File: config.mk
export PLATFORM = sky130hd
export DESIGN_NAME = keypad_matrix_scanner_fifo_core
export DESIGN_NICKNAME = d
export VERILOG_FILES = /design/src/rtl/core/kms_pkg.sv /design/src/rtl/core/kms_front.sv /design/src/rtl/core/kms_queue.sv /design/src/rtl/core/kms_back.sv /design/src/rtl/core/keypad_matrix_scanner_fifo_core.sv
export VERILOG_INCLUDE_DIRS = /design/src /design/src/rtl/core
export SDC_FILE = /design/constraint.sdc
export NUM_CORES = 1
export LEC_CHECK = 0
export BUFFER_PORTS_ARGS = -buffer_cell sky130_fd_sc_hd__buf_2
export CORE_MARGIN = 8
export CORE_UTILIZATION = 50
export DETAILED_ROUTE_END_ITERATION = 6
export GPL_ROUTABILITY_DRIVEN = 0
export PLACE_DENSITY = 0.75
export SLEW_MARGIN = 20
export SYNTH_ARGS = -nofsm -noshare
export SYNTH_HDL_FRONTEND = slang
export SYNTH_SLANG_ARGS = --single-unit
File: constraint.sdc
create_clock -name clock -period 7.3 [get_ports clock]
set_input_delay 0.73 -clock clock [delete_from_list [all_inputs] [get_ports clock]]
set_output_delay 0.73 -clock clock [all_outputs]
set_load 0.01 [all_outputs]
File: src/rtl/core/keypad_matrix_scanner_fifo_core_macros.svh
// Assertion macros shared by the keypad scanner core.
// Each macro samples on the rising edge of clock and is quiet while reset is high.
`ifndef KEYPAD_MATRIX_SCANNER_FIFO_CORE_MACROS_SVH
`define KEYPAD_MATRIX_SCANNER_FIFO_CORE_MACROS_SVH
`ifndef SYNTHESIS
`define KMS_ASSERT_ALWAYS(label, cond) \
   label: assert property (@(posedge clock) disable iff (reset) (cond)) \
      else $error("kms: invariant violated");
`define KMS_ASSERT_IMPLY(label, ante, cons) \
   label: assert property (@(posedge clock) disable iff (reset) (ante) |-> (cons)) \
      else $error("kms: implication violated");
`define KMS_ASSERT_NEXT(label, ante, cons) \
   label: assert property (@(posedge clock) disable iff (reset) (ante) |=> (cons)) \
      else $error("kms: next-cycle check violated");
`else
`define KMS_ASSERT_ALWAYS(label, cond)
`define KMS_ASSERT_IMPLY(label, ante, cons)
`define KMS_ASSERT_NEXT(label, ante, cons)
`endif
`endif

File: src/rtl/core/kms_pkg.sv
package kms_pkg;

   // register indexes on the csr port
   localparam logic [1:0] CSR_REPEAT_LIMIT   = 2'd0;
   localparam logic [1:0] CSR_REPEAT_RELOAD  = 2'd1;
   localparam logic [1:0] CSR_TRANSLATE_MODE = 2'd2;

   localparam logic [7:0] RESET_REPEAT_LIMIT  = 8'd25;
   localparam logic [7:0] RESET_REPEAT_RELOAD = 8'd22;

   localparam int         QCOUNT_W     = 6;
   localparam int         TABLE_LEN    = 31;
   localparam logic [7:0] RELEASE_MARK = 8'h80;
   localparam logic [7:0] UNKNOWN_CHAR = 8'h3F;

   // key code to character
   localparam logic [7:0] CHAR_TABLE [0:TABLE_LEN-1] = '{
      8'h3F, 8'h42, 8'h50, 8'h45, 8'h20, 8'h31, 8'h32, 8'h33,
      8'h74, 8'h54, 8'h34, 8'h35, 8'h36, 8'h73, 8'h53, 8'h37,
      8'h38, 8'h39, 8'h20, 8'h20, 8'h2A, 8'h30, 8'h23, 8'h76,
      8'h56, 8'h3C, 8'h3D, 8'h3E, 8'h51, 8'h20, 8'h7E
   };

   typedef enum logic [1:0] {
      KIND_SCAN,
      KIND_POP,
      KIND_SKIP
   } kms_kind_type;

   typedef struct packed {
      kms_kind_type kind;
      logic [7:0]   base;
      logic [4:0]   cols;
   } kms_cmd_type;

   typedef struct packed {
      logic [7:0] repeat_limit;
      logic [7:0] repeat_reload;
      logic       translate_mode;
   } kms_cfg_type;

   typedef struct packed {
      logic [7:0]          out_byte;
      logic                out_valid;
      logic [QCOUNT_W-1:0] queued_count;
      logic                row_keys_held;
   } kms_res_type;

   function automatic logic [7:0] kms_char(input logic [7:0] code);
      logic [7:0] ch;
      if (int'(code) < TABLE_LEN) begin
         ch = CHAR_TABLE[code[4:0]];
      end else begin
         ch = UNKNOWN_CHAR;
      end
      return ch;
   endfunction

endpackage

File: src/rtl/core/kms_front.sv
module kms_front
   import kms_pkg::*;
#(
   parameter int ROWS    = 6,
   parameter int COLUMNS = 5
) (
   input  logic        clock,
   input  logic        reset,
   input  logic        req_valid,
   input  logic        req_func,
   input  logic [2:0]  req_row,
   input  logic [4:0]  req_cols,
   output logic        req_ready,
   output logic        q_valid,
   output kms_cmd_type q_cmd,
   input  logic        q_ready
);

   logic        valid_ff, valid_in;
   kms_cmd_type cmd_ff, cmd_in;
   logic        load;

   assign req_ready = !valid_ff || q_ready;
   assign load      = req_valid && req_ready;
   assign q_valid   = valid_ff;
   assign q_cmd     = cmd_ff;

   // classify the item and precompute the first key code of the row
   always_comb begin
      cmd_in.cols = req_cols;
      cmd_in.base = 8'(int'(req_row) * COLUMNS);
      if (req_func) begin
         cmd_in.kind = KIND_POP;
      end else if (int'(req_row) < ROWS) begin
         cmd_in.kind = KIND_SCAN;
      end else begin
         cmd_in.kind = KIND_SKIP;
      end
      valid_in = load || (valid_ff && !q_ready);
   end

   always_ff @(posedge clock) begin
      if (reset) begin
         valid_ff <= 1'b0;
      end else begin
         valid_ff <= valid_in;
      end
   end

   always_ff @(posedge clock) begin
      if (load) begin
         cmd_ff <= cmd_in;
      end
   end

endmodule

File: src/rtl/core/kms_queue.sv
`include "keypad_matrix_scanner_fifo_core_macros.svh"

module kms_queue
   import kms_pkg::*;
(
   input  logic        clock,
   input  logic        reset,
   input  logic        in_valid,
   input  kms_cmd_type in_cmd,
   output logic        in_ready,
   output logic        out_valid,
   output kms_cmd_type out_cmd,
   input  logic        out_ready
);

   kms_cmd_type entry_ff [2];
   logic        wr_ff, wr_in;
   logic        rd_ff, rd_in;
   logic [1:0]  cnt_ff, cnt_in;
   logic        push, pop;

   assign in_ready  = (cnt_ff != 2'd2);
   assign out_valid = (cnt_ff != 2'd0);
   assign out_cmd   = entry_ff[rd_ff];
   assign push      = in_valid && in_ready;
   assign pop       = out_valid && out_ready;

   always_comb begin
      wr_in  = push ? !wr_ff : wr_ff;
      rd_in  = pop ? !rd_ff : rd_ff;
      cnt_in = cnt_ff + {1'b0, push} - {1'b0, pop};
   end

   always_ff @(posedge clock) begin
      if (reset) begin
         wr_ff  <= 1'b0;
         rd_ff  <= 1'b0;
         cnt_ff <= 2'd0;
      end else begin
         wr_ff  <= wr_in;
         rd_ff  <= rd_in;
         cnt_ff <= cnt_in;
      end
   end

   always_ff @(posedge clock) begin
      if (push) begin
         entry_ff[wr_ff] <= in_cmd;
      end
   end

   `KMS_ASSERT_ALWAYS(a_queue_bound, cnt_ff != 2'd3)
   `KMS_ASSERT_IMPLY(a_queue_empty_ptrs, cnt_ff == 2'd0, wr_ff == rd_ff)
   `KMS_ASSERT_IMPLY(a_queue_full_ptrs, cnt_ff == 2'd2, wr_ff == rd_ff)

endmodule

File: src/rtl/core/kms_back.sv
`include "keypad_matrix_scanner_fifo_core_macros.svh"

module kms_back
   import kms_pkg::*;
#(
   parameter int ROWS       = 6,
   parameter int COLUMNS    = 5,
   parameter int FIFO_DEPTH = 32
) (
   input  logic        clock,
   input  logic        reset,
   input  kms_cfg_type cfg,
   input  logic        q_valid,
   input  kms_cmd_type q_cmd,
   output logic        q_ready,
   input  logic        out_free,
   output logic        res_load,
   output kms_res_type res
);

   localparam int KEYS  = ROWS * COLUMNS;
   localparam int KEY_W = (KEYS > 1) ? $clog2(KEYS) : 1;
   localparam int COL_W = (COLUMNS > 1) ? $clog2(COLUMNS) : 1;
   localparam int PTR_W = $clog2(FIFO_DEPTH);
   localparam int CNT_W = $clog2(FIFO_DEPTH + 1);
   localparam logic [COL_W-1:0] LAST_COL = COL_W'(COLUMNS - 1);
   localparam logic [PTR_W-1:0] LAST_PTR = PTR_W'(FIFO_DEPTH - 1);
   localparam logic [CNT_W-1:0] FULL_CNT = CNT_W'(FIFO_DEPTH);

   typedef enum logic [1:0] {
      ST_IDLE,
      ST_COL_EXEC,
      ST_PUSH2,
      ST_RESULT
   } state_type;

   state_type        state_ff, state_in;
   logic [KEY_W-1:0] idx_ff, idx_in;
   logic [COL_W-1:0] col_ff, col_in;
   logic [4:0]       cols_ff, cols_in;
   logic             held_ff, held_in;
   logic             byte_valid_ff, byte_valid_in;
   logic [7:0]       pend_ff, pend_in;
   logic [PTR_W-1:0] wr_ptr_ff, wr_ptr_in;
   logic [PTR_W-1:0] rd_ptr_ff, rd_ptr_in;
   logic [CNT_W-1:0] count_ff, count_in;
   logic             cvalid_ff [2**KEY_W];

   logic [7:0]       cnt_mem [2**KEY_W];
   logic [7:0]       cnt_rd_ff;
   logic [7:0]       fifo_mem [FIFO_DEPTH];
   logic [7:0]       fifo_rd_ff;

   logic [KEY_W-1:0] cnt_rd_addr;
   logic             cnt_wr;
   logic [7:0]       cnt_cur, cnt_fire, cnt_rel, cnt_next;
   logic [4:0]       cols_shift;
   logic             pressed, fire, rel, ev2, last_col;
   logic [7:0]       code8, byte1, byte2;
   logic             push_req, push_ok, pop_fire;
   logic [7:0]       push_byte;

   // per-key update for the column in flight
   always_comb begin
      cnt_cur    = cvalid_ff[idx_ff] ? cnt_rd_ff : 8'd0;
      cols_shift = cols_ff >> col_ff;
      pressed    = cols_shift[0];
      fire       = (pressed && cnt_cur == 8'd0) || (cnt_cur > cfg.repeat_limit);
      cnt_fire   = fire ? ((cnt_cur != 8'd0) ? cfg.repeat_reload : 8'd1) : cnt_cur;
      rel        = !pressed && cnt_fire != 8'd0;
      cnt_rel    = rel ? 8'd0 : cnt_fire;
      cnt_next   = (cnt_rel != 8'd0 && cnt_rel != 8'hFF) ? cnt_rel + 8'd1 : cnt_rel;
      ev2        = rel && !cfg.translate_mode;
      code8      = 8'(idx_ff);
      byte1      = cfg.translate_mode ? kms_char(code8) : code8;
      byte2      = code8 | RELEASE_MARK;
      last_col   = (col_ff == LAST_COL);
   end

   always_comb begin
      push_req  = 1'b0;
      push_byte = pend_ff;
      case (state_ff)
         ST_COL_EXEC: begin
            push_req  = fire || ev2;
            push_byte = fire ? byte1 : byte2;
         end
         ST_PUSH2: begin
            push_req  = 1'b1;
            push_byte = pend_ff;
         end
         default: begin
            push_req  = 1'b0;
         end
      endcase
      push_ok  = push_req && (count_ff != FULL_CNT);
      pop_fire = (state_ff == ST_IDLE) && q_valid && (q_cmd.kind == KIND_POP) &&
                 (count_ff != '0);
   end

   assign q_ready     = (state_ff == ST_IDLE);
   assign cnt_wr      = (state_ff == ST_COL_EXEC);
   assign cnt_rd_addr = (state_ff == ST_IDLE) ? q_cmd.base[KEY_W-1:0] : idx_ff + KEY_W'(1);
   assign res_load    = (state_ff == ST_RESULT) && out_free;

   always_comb begin
      res.out_byte      = byte_valid_ff ? fifo_rd_ff : 8'd0;
      res.out_valid     = byte_valid_ff;
      res.queued_count  = QCOUNT_W'(count_ff);
      res.row_keys_held = held_ff;
   end

   always_comb begin
      state_in      = state_ff;
      idx_in        = idx_ff;
      col_in        = col_ff;
      cols_in       = cols_ff;
      held_in       = held_ff;
      byte_valid_in = byte_valid_ff;
      pend_in       = pend_ff;
      wr_ptr_in     = wr_ptr_ff;
      rd_ptr_in     = rd_ptr_ff;
      count_in      = count_ff;

      if (push_ok) begin
         wr_ptr_in = (wr_ptr_ff == LAST_PTR) ? '0 : wr_ptr_ff + PTR_W'(1);
         count_in  = count_ff + CNT_W'(1);
      end
      if (pop_fire) begin
         rd_ptr_in = (rd_ptr_ff == LAST_PTR) ? '0 : rd_ptr_ff + PTR_W'(1);
         count_in  = count_ff - CNT_W'(1);
      end

      case (state_ff)
         ST_IDLE: begin
            if (q_valid) begin
               held_in       = 1'b0;
               byte_valid_in = pop_fire;
               if (q_cmd.kind == KIND_SCAN) begin
                  idx_in   = q_cmd.base[KEY_W-1:0];
                  col_in   = '0;
                  cols_in  = q_cmd.cols;
                  state_in = ST_COL_EXEC;
               end else begin
                  state_in = ST_RESULT;
               end
            end
         end
         ST_COL_EXEC: begin
            held_in = held_ff || (cnt_next != 8'd0);
            if (fire && ev2) begin
               pend_in  = byte2;
               state_in = ST_PUSH2;
            end else if (last_col) begin
               state_in = ST_RESULT;
            end else begin
               idx_in = idx_ff + KEY_W'(1);
               col_in = col_ff + COL_W'(1);
            end
         end
         ST_PUSH2: begin
            if (last_col) begin
               state_in = ST_RESULT;
            end else begin
               idx_in   = idx_ff + KEY_W'(1);
               col_in   = col_ff + COL_W'(1);
               state_in = ST_COL_EXEC;
            end
         end
         ST_RESULT: begin
            if (out_free) begin
               state_in = ST_IDLE;
            end
         end
         default: begin
            state_in = ST_IDLE;
         end
      endcase
   end

   always_ff @(posedge clock) begin
      if (reset) begin
         state_ff  <= ST_IDLE;
         wr_ptr_ff <= '0;
         rd_ptr_ff <= '0;
         count_ff  <= '0;
         for (int i = 0; i < 2**KEY_W; i++) begin
            cvalid_ff[i] <= 1'b0;
         end
      end else begin
         state_ff  <= state_in;
         wr_ptr_ff <= wr_ptr_in;
         rd_ptr_ff <= rd_ptr_in;
         count_ff  <= count_in;
         if (cnt_wr) begin
            cvalid_ff[idx_ff] <= 1'b1;
         end
      end
   end

   always_ff @(posedge clock) begin
      idx_ff        <= idx_in;
      col_ff        <= col_in;
      cols_ff       <= cols_in;
      held_ff       <= held_in;
      byte_valid_ff <= byte_valid_in;
      pend_ff       <= pend_in;
   end

   always_ff @(posedge clock) begin
      cnt_rd_ff <= cnt_mem[cnt_rd_addr];
      if (cnt_wr) begin
         cnt_mem[idx_ff] <= cnt_next;
      end
   end

   always_ff @(posedge clock) begin
      if (push_ok) begin
         fifo_mem[wr_ptr_ff] <= push_byte;
      end
      if (pop_fire) begin
         fifo_rd_ff <= fifo_mem[rd_ptr_ff];
      end
   end

   `KMS_ASSERT_ALWAYS(a_count_bound, count_ff <= FULL_CNT)
   `KMS_ASSERT_NEXT(a_drop_when_full, push_req && count_ff == FULL_CNT, $stable(wr_ptr_ff) && $stable(count_ff))
   `KMS_ASSERT_IMPLY(a_pop_not_empty, pop_fire, count_ff != '0 && !push_req)

endmodule

File: src/rtl/core/keypad_matrix_scanner_fifo_core.sv
// The back end takes a new item only in its idle state, after the result of the last one
//   is loaded; it works through a row sample one key column per cycle, stepping through
//   ST_PUSH2 as well for each column that queues both a repeat and a release.
// Reset (synchronous, active high) clears all hold counters through per-key valid bits,
//   empties the event FIFO and the item queue, and loads the registers with 25, 22 and 1.
module keypad_matrix_scanner_fifo_core
   import kms_pkg::*;
#(
   parameter int ROWS       = 6,
   parameter int COLUMNS    = 5,
   parameter int FIFO_DEPTH = 32
) (
   input  logic        clock,
   input  logic        reset,
   // item in
   input  logic        req_tvalid,
   output logic        req_tready,
   input  logic [7:0]  req_tdata,   // [2:0] row_index, [7:3] column_bits
   input  logic        req_tuser,   // [0] func: 0 row sample, 1 pop
   // result out
   output logic        rsp_tvalid,
   input  logic        rsp_tready,
   output logic [15:0] rsp_tdata,   // [7:0] out_byte, [13:8] queued_count,
                                    // [14] row_keys_held, [15] zero
   output logic        rsp_tuser,   // [0] out_valid
   // register writes
   input  logic        csr_wr_en,
   input  logic [1:0]  csr_index,
   input  logic [7:0]  csr_wdata
);

   kms_cfg_type cfg_ff, cfg_in;

   logic        front_valid, front_ready;
   kms_cmd_type front_cmd;
   logic        back_valid, back_ready;
   kms_cmd_type back_cmd;

   logic        res_load, out_free;
   kms_res_type res;

   logic        rsp_valid_ff, rsp_valid_in;
   kms_res_type rsp_ff;

   // register file: write only, taken in the cycle the enable is high
   always_comb begin
      cfg_in = cfg_ff;
      if (csr_wr_en) begin
         case (csr_index)
            CSR_REPEAT_LIMIT:   cfg_in.repeat_limit   = csr_wdata;
            CSR_REPEAT_RELOAD:  cfg_in.repeat_reload  = csr_wdata;
            CSR_TRANSLATE_MODE: cfg_in.translate_mode = csr_wdata[0];
            default:            cfg_in = cfg_ff;
         endcase
      end
   end

   always_ff @(posedge clock) begin
      if (reset) begin
         cfg_ff.repeat_limit   <= RESET_REPEAT_LIMIT;
         cfg_ff.repeat_reload  <= RESET_REPEAT_RELOAD;
         cfg_ff.translate_mode <= 1'b1;
      end else begin
         cfg_ff <= cfg_in;
      end
   end

   // front end: take the item and sort it into row sample, pop or ignored row
   kms_front #(
      .ROWS    (ROWS),
      .COLUMNS (COLUMNS)
   ) u_front (
      .clock     (clock),
      .reset     (reset),
      .req_valid (req_tvalid),
      .req_func  (req_tuser),
      .req_row   (req_tdata[2:0]),
      .req_cols  (req_tdata[7:3]),
      .req_ready (req_tready),
      .q_valid   (front_valid),
      .q_cmd     (front_cmd),
      .q_ready   (front_ready)
   );

   // short queue so the front keeps accepting while the back works through a row
   kms_queue u_queue (
      .clock     (clock),
      .reset     (reset),
      .in_valid  (front_valid),
      .in_cmd    (front_cmd),
      .in_ready  (front_ready),
      .out_valid (back_valid),
      .out_cmd   (back_cmd),
      .out_ready (back_ready)
   );

   // back end: hold counters, event FIFO and the per-column sequencer
   kms_back #(
      .ROWS       (ROWS),
      .COLUMNS    (COLUMNS),
      .FIFO_DEPTH (FIFO_DEPTH)
   ) u_back (
      .clock    (clock),
      .reset    (reset),
      .cfg      (cfg_ff),
      .q_valid  (back_valid),
      .q_cmd    (back_cmd),
      .q_ready  (back_ready),
      .out_free (out_free),
      .res_load (res_load),
      .res      (res)
   );

   // output register: hold the result until the sink takes it
   assign out_free = !rsp_valid_ff || rsp_tready;

   always_comb begin
      rsp_valid_in = res_load || (rsp_valid_ff && !rsp_tready);
   end

   always_ff @(posedge clock) begin
      if (reset) begin
         rsp_valid_ff <= 1'b0;
      end else begin
         rsp_valid_ff <= rsp_valid_in;
      end
   end

   always_ff @(posedge clock) begin
      if (res_load) begin
         rsp_ff <= res;
      end
   end

   assign rsp_tvalid = rsp_valid_ff;
   assign rsp_tdata  = {1'b0, rsp_ff.row_keys_held, rsp_ff.queued_count, rsp_ff.out_byte};
   assign rsp_tuser  = rsp_ff.out_valid;

endmodule
* Word level (Yosys, flattened, before mapping)
Memory sizes are Yosys's and may differ from the RTL's. A register that Yosys moved wholly into a read port is not among the register bits.
Cells that the tools add are included.
W data, S select, Z words.
** Cells by class
- Add/subtract/negate cells :: 9
- $mul :: 1
- Order comparisons :: 4
- Equal/unequal tests :: 17
- Shift operators :: 1
- Multiplexer cells :: 53
- Bitwise operators :: 1
- Reductions and logical operators :: 52
** Operator list (count)
- $mux W8 :: 11
- $mux W5 :: 9
- $reduce_bool A8 Y1 :: 4
- $add A5 B1 Y5 const B :: 3
- $mux W1 :: 15
- $pmux W5 S3 :: 1
- $logic_and A1 B1 Y1 :: 14
- $mux W2 :: 7
- $mux W3 :: 4
- $mux W6 :: 2
- $reduce_and A2 Y1 :: 6
- $eq A5 B5 Y1 const B :: 2
- $pmux W3 S3 :: 1
- $add A8 B1 Y8 const B :: 1
- $gt A8 B8 Y1 :: 1
- $logic_not A1 Y1 :: 8
- $logic_not A8 Y1 :: 1
- $ne A8 B8 Y1 const B :: 1
- $pmux W2 S4 :: 1
- $logic_or A1 B1 Y1 :: 7
- $add A6 B1 Y6 const B :: 1
- $eq A2 B1 Y1 const B :: 3
- $eq A2 B2 Y1 const B :: 3
- $ge A6 B6 Y1 const B :: 1
- 22 further kinds :: 31
** Storage, ports and cells
- Flip-flop bits (word level) :: 92
- Memory bits (writable) :: 574
- Memory bits (read-only) :: 256
- Input bits :: 24
- Output and inout bits :: 19
- Word-level logic and storage cells :: 168
- Memories kept :: 5
** Memories
- (name not given) :: depth 32, width 8, read ports 1, clocked after memory_dff 0, write ports 0, line kms_pkg.sv:52 : ch = CHAR_TABLE[code[4:0]];
- u_back.cnt_mem :: depth 32, width 8, read ports 1, clocked after memory_dff 1, write ports 1, line kms_back.sv:49 : logic [7:0] cnt_mem [2**KEY_W];
- u_back.fifo_mem :: depth 32, width 8, read ports 1, clocked after memory_dff 1, write ports 1, line kms_back.sv:51 : logic [7:0] fifo_mem [FIFO_DEPTH];
- u_back.cvalid_ff :: depth 32, width 1, read ports 1, clocked after memory_dff 1, write ports 32, line kms_back.sv:47 : logic cvalid_ff [2**KEY_W];
- u_queue.entry_ff :: depth 2, width 15, read ports 1, clocked after memory_dff 1, write ports 1, line kms_queue.sv:16 : kms_cmd_type entry_ff [2];

* Depth between registers and ports, before layout
- Depth after elaboration :: 14
- Mapped depth :: 27
- Gate-level depth less buffers :: 22

* By module
Synthesis repeated with hierarchy kept, for this count alone.
** Unflattened totals
- Cells, all modules :: 2045
- Area, all modules :: 28960.3 um^2
** Modules (own cells, without submodules)
- kms_back :: instances 1, cells each 1849, area an instance 25852.3 um^2, seq. area each 17476.8 um^2
- kms_queue :: instances 1, cells each 76, area an instance 1342.5 um^2, seq. area each 1001.0 um^2
- keypad_matrix_scanner_fifo_core :: instances 1, cells each 94, area an instance 1256.2 um^2, seq. area each 840.8 um^2
- kms_front :: instances 1, cells each 26, area an instance 509.2 um^2, seq. area each 410.4 um^2

* Worst setup path before layout
Ideal clock, no wire load.
- Kind :: reg2reg
- Start point :: register (tool-made name)
- End point :: memory u_back.cnt_mem[0][2] (data pin)
- Library setup time :: 0.387 ns
- Data arrival time :: 5.546 ns
- Data required time :: 6.913 ns
- Slack :: 1.367 ns
- Stages on the path, launching flop included :: 26
- Buffers on the path :: 5
- Period minus slack after synthesis :: 5.933 ns
- Cell sequence :: dfxtp_1 -> buf_4 -> buf_6 -> mux2i_1 -> a22oi_1 -> nand3_1 -> nand2_1 -> nor2_1 -> buf_2 -> buf_2 -> nor2b_1 -> ha_1 -> a211oi_2 -> a21oi_2 -> o311a_2 -> buf_6 -> o32ai_1 -> nand2_1 -> o21ai_1 -> inv_1 -> ha_1 -> nand3_1 -> or4_1 -> o311ai_2 -> or2_4 -> xnor2_1
** RTL lines (line)
- end: declaration :: kms_back.sv:49

==> flow_summary.ini <==
[clock_network]
ctsLongestPathBuffers = 3
htree_levels = 3
cts_made_buffers = 68
root_buffer = clkbuf_16
clk_pin_slew_ns = 0.06
post-cts-setup-buffers = 0
cts_tree = done
cts_sinks = 679
clock_latency_ns = 0.61

[die]
core_um2 = 56000
dieArea_um2 = 63900
chipWidth_um = 253
die_h_um = 253
ios = 43
start_util_pct = 50.1
rows = 87

[timing]
rsz0062_at_grt = no
worst-slew-pin-transition_ns = 1.16
layout_min_cycle_time_ns = 6.62
hold_slack_ns = 0.313
fmax_ghz = 0.151
final-hold-violation-count = 0
setup_viol = 0
finalCritPeriodShare_pct = 90.8
fin_tns_setup_ns = 0
drv_slew = 0
worst_slack_ns = 0.675
skew_ns = 0.0309
slew-limit-headroom_pct = 22.1

[detailed_routing]
ant_nets = 0
initialDrtViolationCount = 1375
routedWlPerCell_um = 23.3
drtPass1Iterations = 5
drc = 0
vias = 15100
viasPerCell = 5.91
wl_um = 59400

[logic_synthesis]
ys_top_cells_by_area = edfxtp_1, mux4_2, dfxtp_1, nor2_1, mux2i_1
synth_nets = 1752
synth_top_area_share_pct = 63.4
synth.distinct_cells = 80
async_flop_share_pct = 0
synth-simple-area-share_pct = 6.42
netlist_area_um2 = 28000
synth_xor_area_share_pct = 0.562
synth_top_family_by_area = multiplexers
synth_ff_type = edfxtp_1
synth_cells = 1688
synthMuxAreaShare_pct = 15.6
synth.largest_area_cell = edfxtp_1
synth_edf_count = 592
syn_area_per_cell_um2 = 16.6
synth_compound_area_share_pct = 4.15
ys_seq_area_share_pct = 69.6
synth_fa_ha_area_share_pct = 1.81
ys_warn_count = 0
ys_seq_elements = 679

[finish]
drive_gt1_share_pct = 21.5
area_growth_pct = 11.7
final_nets = 1805
regArea_um2 = 19500
num-fill-cells = 4210
multi_input_comb_area_um2 = 8170

[critical_path]
crit_required_ns = 7.59
worstSetupEndpointType = flop
start_kind = flop
crit_fanout = 32
cp.arrival_ns = 6.91
crit_type = reg2reg

[global_route]
grt_pass1_wl_um = 90900
grt_usage_pct = 18.6
grt_overflow = 0
grt_start_max_net_pins = 69
antenna_found_initial = 6
grt_pass1_vias = 15300

[power_and_ir_drop]
powerDensity_nw_per_um2 = 440
power_leakage_nw = 10.3
peakVddDrop_v = 0.000307

[place]
post-place-ws_ns = 0.646
hpwl_um = 38000
portBuffers = 41

[hold_path]
hold_path.class = in2reg

[run]
maxCapViolCount = 0

[run_status]
status = finished, final reports clean
-- final timing paths --
| kind | start | end | slack (ns) | depth (start not counted) |
|---|---|---|---|---|
| worst max-delay path | flop | u_back.cnt_mem[13][4]$_DFFE_PP_ | 0.68 | 23 |
| worst min-delay path | req_tdata[3] | u_front.q_cmd[0]$_DFFE_PP_ | 0.31 | 1 |
| worst max register to register | flop | u_back.cnt_mem[13][4]$_DFFE_PP_ | 0.68 | 23 |
| worst min register to register | u_front.q_cmd[13]$_SDFFCE_PP1P_ | u_queue.entry_ff[1][11]$_DFFE_PP_ | 0.44 | 0 |
-- metal layers --
| layer | GRT usage [%] | up-vias | part of all wire [%] |
|---|---|---|---|
| met3 | 4.07 | 104 | 6.9 |
| met4 | 5.37 | 4 | 2.3 |
| met5 | 0 | - | 0.035 |
| met2 | 31.6 | 554 | 51 |
| met1 | 23.8 | 7726 | 40 |
| li1 | - | 6694 | - |
-- final cells by class --
cell class,count,share of cell area (%)
Clock buffer,90,5.89
Timing Repair Buffer,65,1.27
Antenna cell,4,0.0320
Tap cell,756,3.02
Multi-Input combinational cell,884,26.1
Inverter,43,0.515
Sequential cell,679,62.3
Clock inverter,30,0.871
-- sequential cells by signal, indices dropped and copies added (netlist names), 2 cells and up, named ones only --
name               flops
u_back.pend_ff         5
u_back.fifo_rd_ff      8
cfg_ff                17
rsp_tdata             15
u_back.fifo_mem      256
u_back.rd_ptr_ff       5
u_back.idx_ff          5
u_back.cnt_rd_ff       8
u_queue.entry_ff      24
u_front.q_cmd         12
u_queue.cnt_ff         2
u_back.cols_ff         5
u_back.col_ff          3
u_back.wr_ptr_ff       5
u_back.cnt_mem       256
u_back.cvalid_ff      32
u_back.state_ff        2
u_back.count_ff        6
-- cell families (layout without fill, tap and decap cells) --
| kind of cell | count (synthesis) | after routing |
|---|---|---|
| xor gates and xnor gates | 18 | 18 |
| other | 1 | 5 |
| DFF | 679 | 679 |
| buffers and inverters | 125 | 228 |
| muxes | 250 | 250 |
| AOI/OAI and AO/OA | 178 | 178 |
| and+or+nand+nor | 397 | 397 |
| adders and majority gates | 40 | 40 |
-- repair_timing --
item	CTS	global route
hold buffers	0	0
setup endpoints to repair	0	32
resized for setup	0	1
-- critical path: stages, from the launching register on --
cell	delay [ns]
dfxtp_1	0.89
mux2i_1	0.30
a22oi_1	0.10
nand3_1	0.10
nand2_1	0.18
nor2_1	0.46
buf_4	0.32
nor2b_1	0.08
ha_1	0.28
o21ai_0	0.14
a21oi_2	0.11
o311ai_4	0.58
nand3_1	0.13
a31oi_1	0.29
a21boi_0	0.20
o21ai_0	0.15
inv_1	0.11
ha_1	0.17
nand3_1	0.12
or4_1	0.53
o311ai_2	0.22
or2_4	0.29
nor3_2	0.06
mux2_4	0.47
-- stage by stage --
stage               power [mW]  utilization (%)  instance area [um2]  cells
floorplan                 8.94                -                28000   1688
global placement          10.3             52.1                29100   2426
detailed placement        10.4             52.1                29100   2426
CTS                       13.8             55.9                31300   2546
global route              14.4             56.0                31300   2547
finish                    13.8             56.0                31300   2551
-- synth_stat cells (2+ instances only) --
| master | n |
|---|---|
| a21boi_0 | 2 |
| o21ai_0 | 47 |
| o31ai_1 | 2 |
| xor2_1 | 6 |
| edfxtp_1 | 592 |
| a22oi_1 | 6 |
| nor3_1 | 15 |
| mux2_2 | 39 |
| mux2i_1 | 64 |
| dfxtp_1 | 87 |
| a21o_1 | 5 |
| nand3b_1 | 7 |
| ha_1 | 39 |
| nor2b_1 | 12 |
| nor4_2 | 3 |
| a211oi_1 | 5 |
| a31oi_1 | 10 |
| clkbuf_1 | 57 |
| o21a_1 | 2 |
| o211ai_1 | 13 |
| and2_1 | 12 |
| a21oi_1 | 51 |
| nor4_1 | 3 |
| a2bb2oi_1 | 2 |
| or2_2 | 2 |
| buf_2 | 9 |
| inv_1 | 42 |
| o311ai_4 | 2 |
| or4_1 | 4 |
| buf_6 | 2 |
| mux4_2 | 146 |
| nand2b_1 | 4 |
| o32ai_1 | 4 |
| o21ai_1 | 6 |
| xnor2_1 | 12 |
| nand2_1 | 73 |
| or3_1 | 8 |
| nor2_1 | 205 |
| buf_1 | 11 |
| and3_1 | 9 |
| buf_4 | 2 |
| nand4_1 | 2 |
| nand3_1 | 27 |
-- power by group --
part	total (mW)	internal [mW]	switching, mW
sequential	5.58	5.34	0.238
combinational	4.86	1.77	3.09
clock	3.35	1.93	1.42
total	13.8	9.04	4.75
-- placed cells by master, fill, tap and decap left out, types with 39 or more instances in the layout --
cell / count
edfxtp_1: 592
nor2_1: 200
mux4_2: 146
dfxtp_1: 85
nand2_1: 73
clkbuf_16: 70
mux2i_1: 61
a21oi_1: 50
o21ai_0: 44
inv_1: 42
buf_2: 41
mux2_2: 39
ha_1: 39
Note: power is estimated with default switching activity, not from simulation.
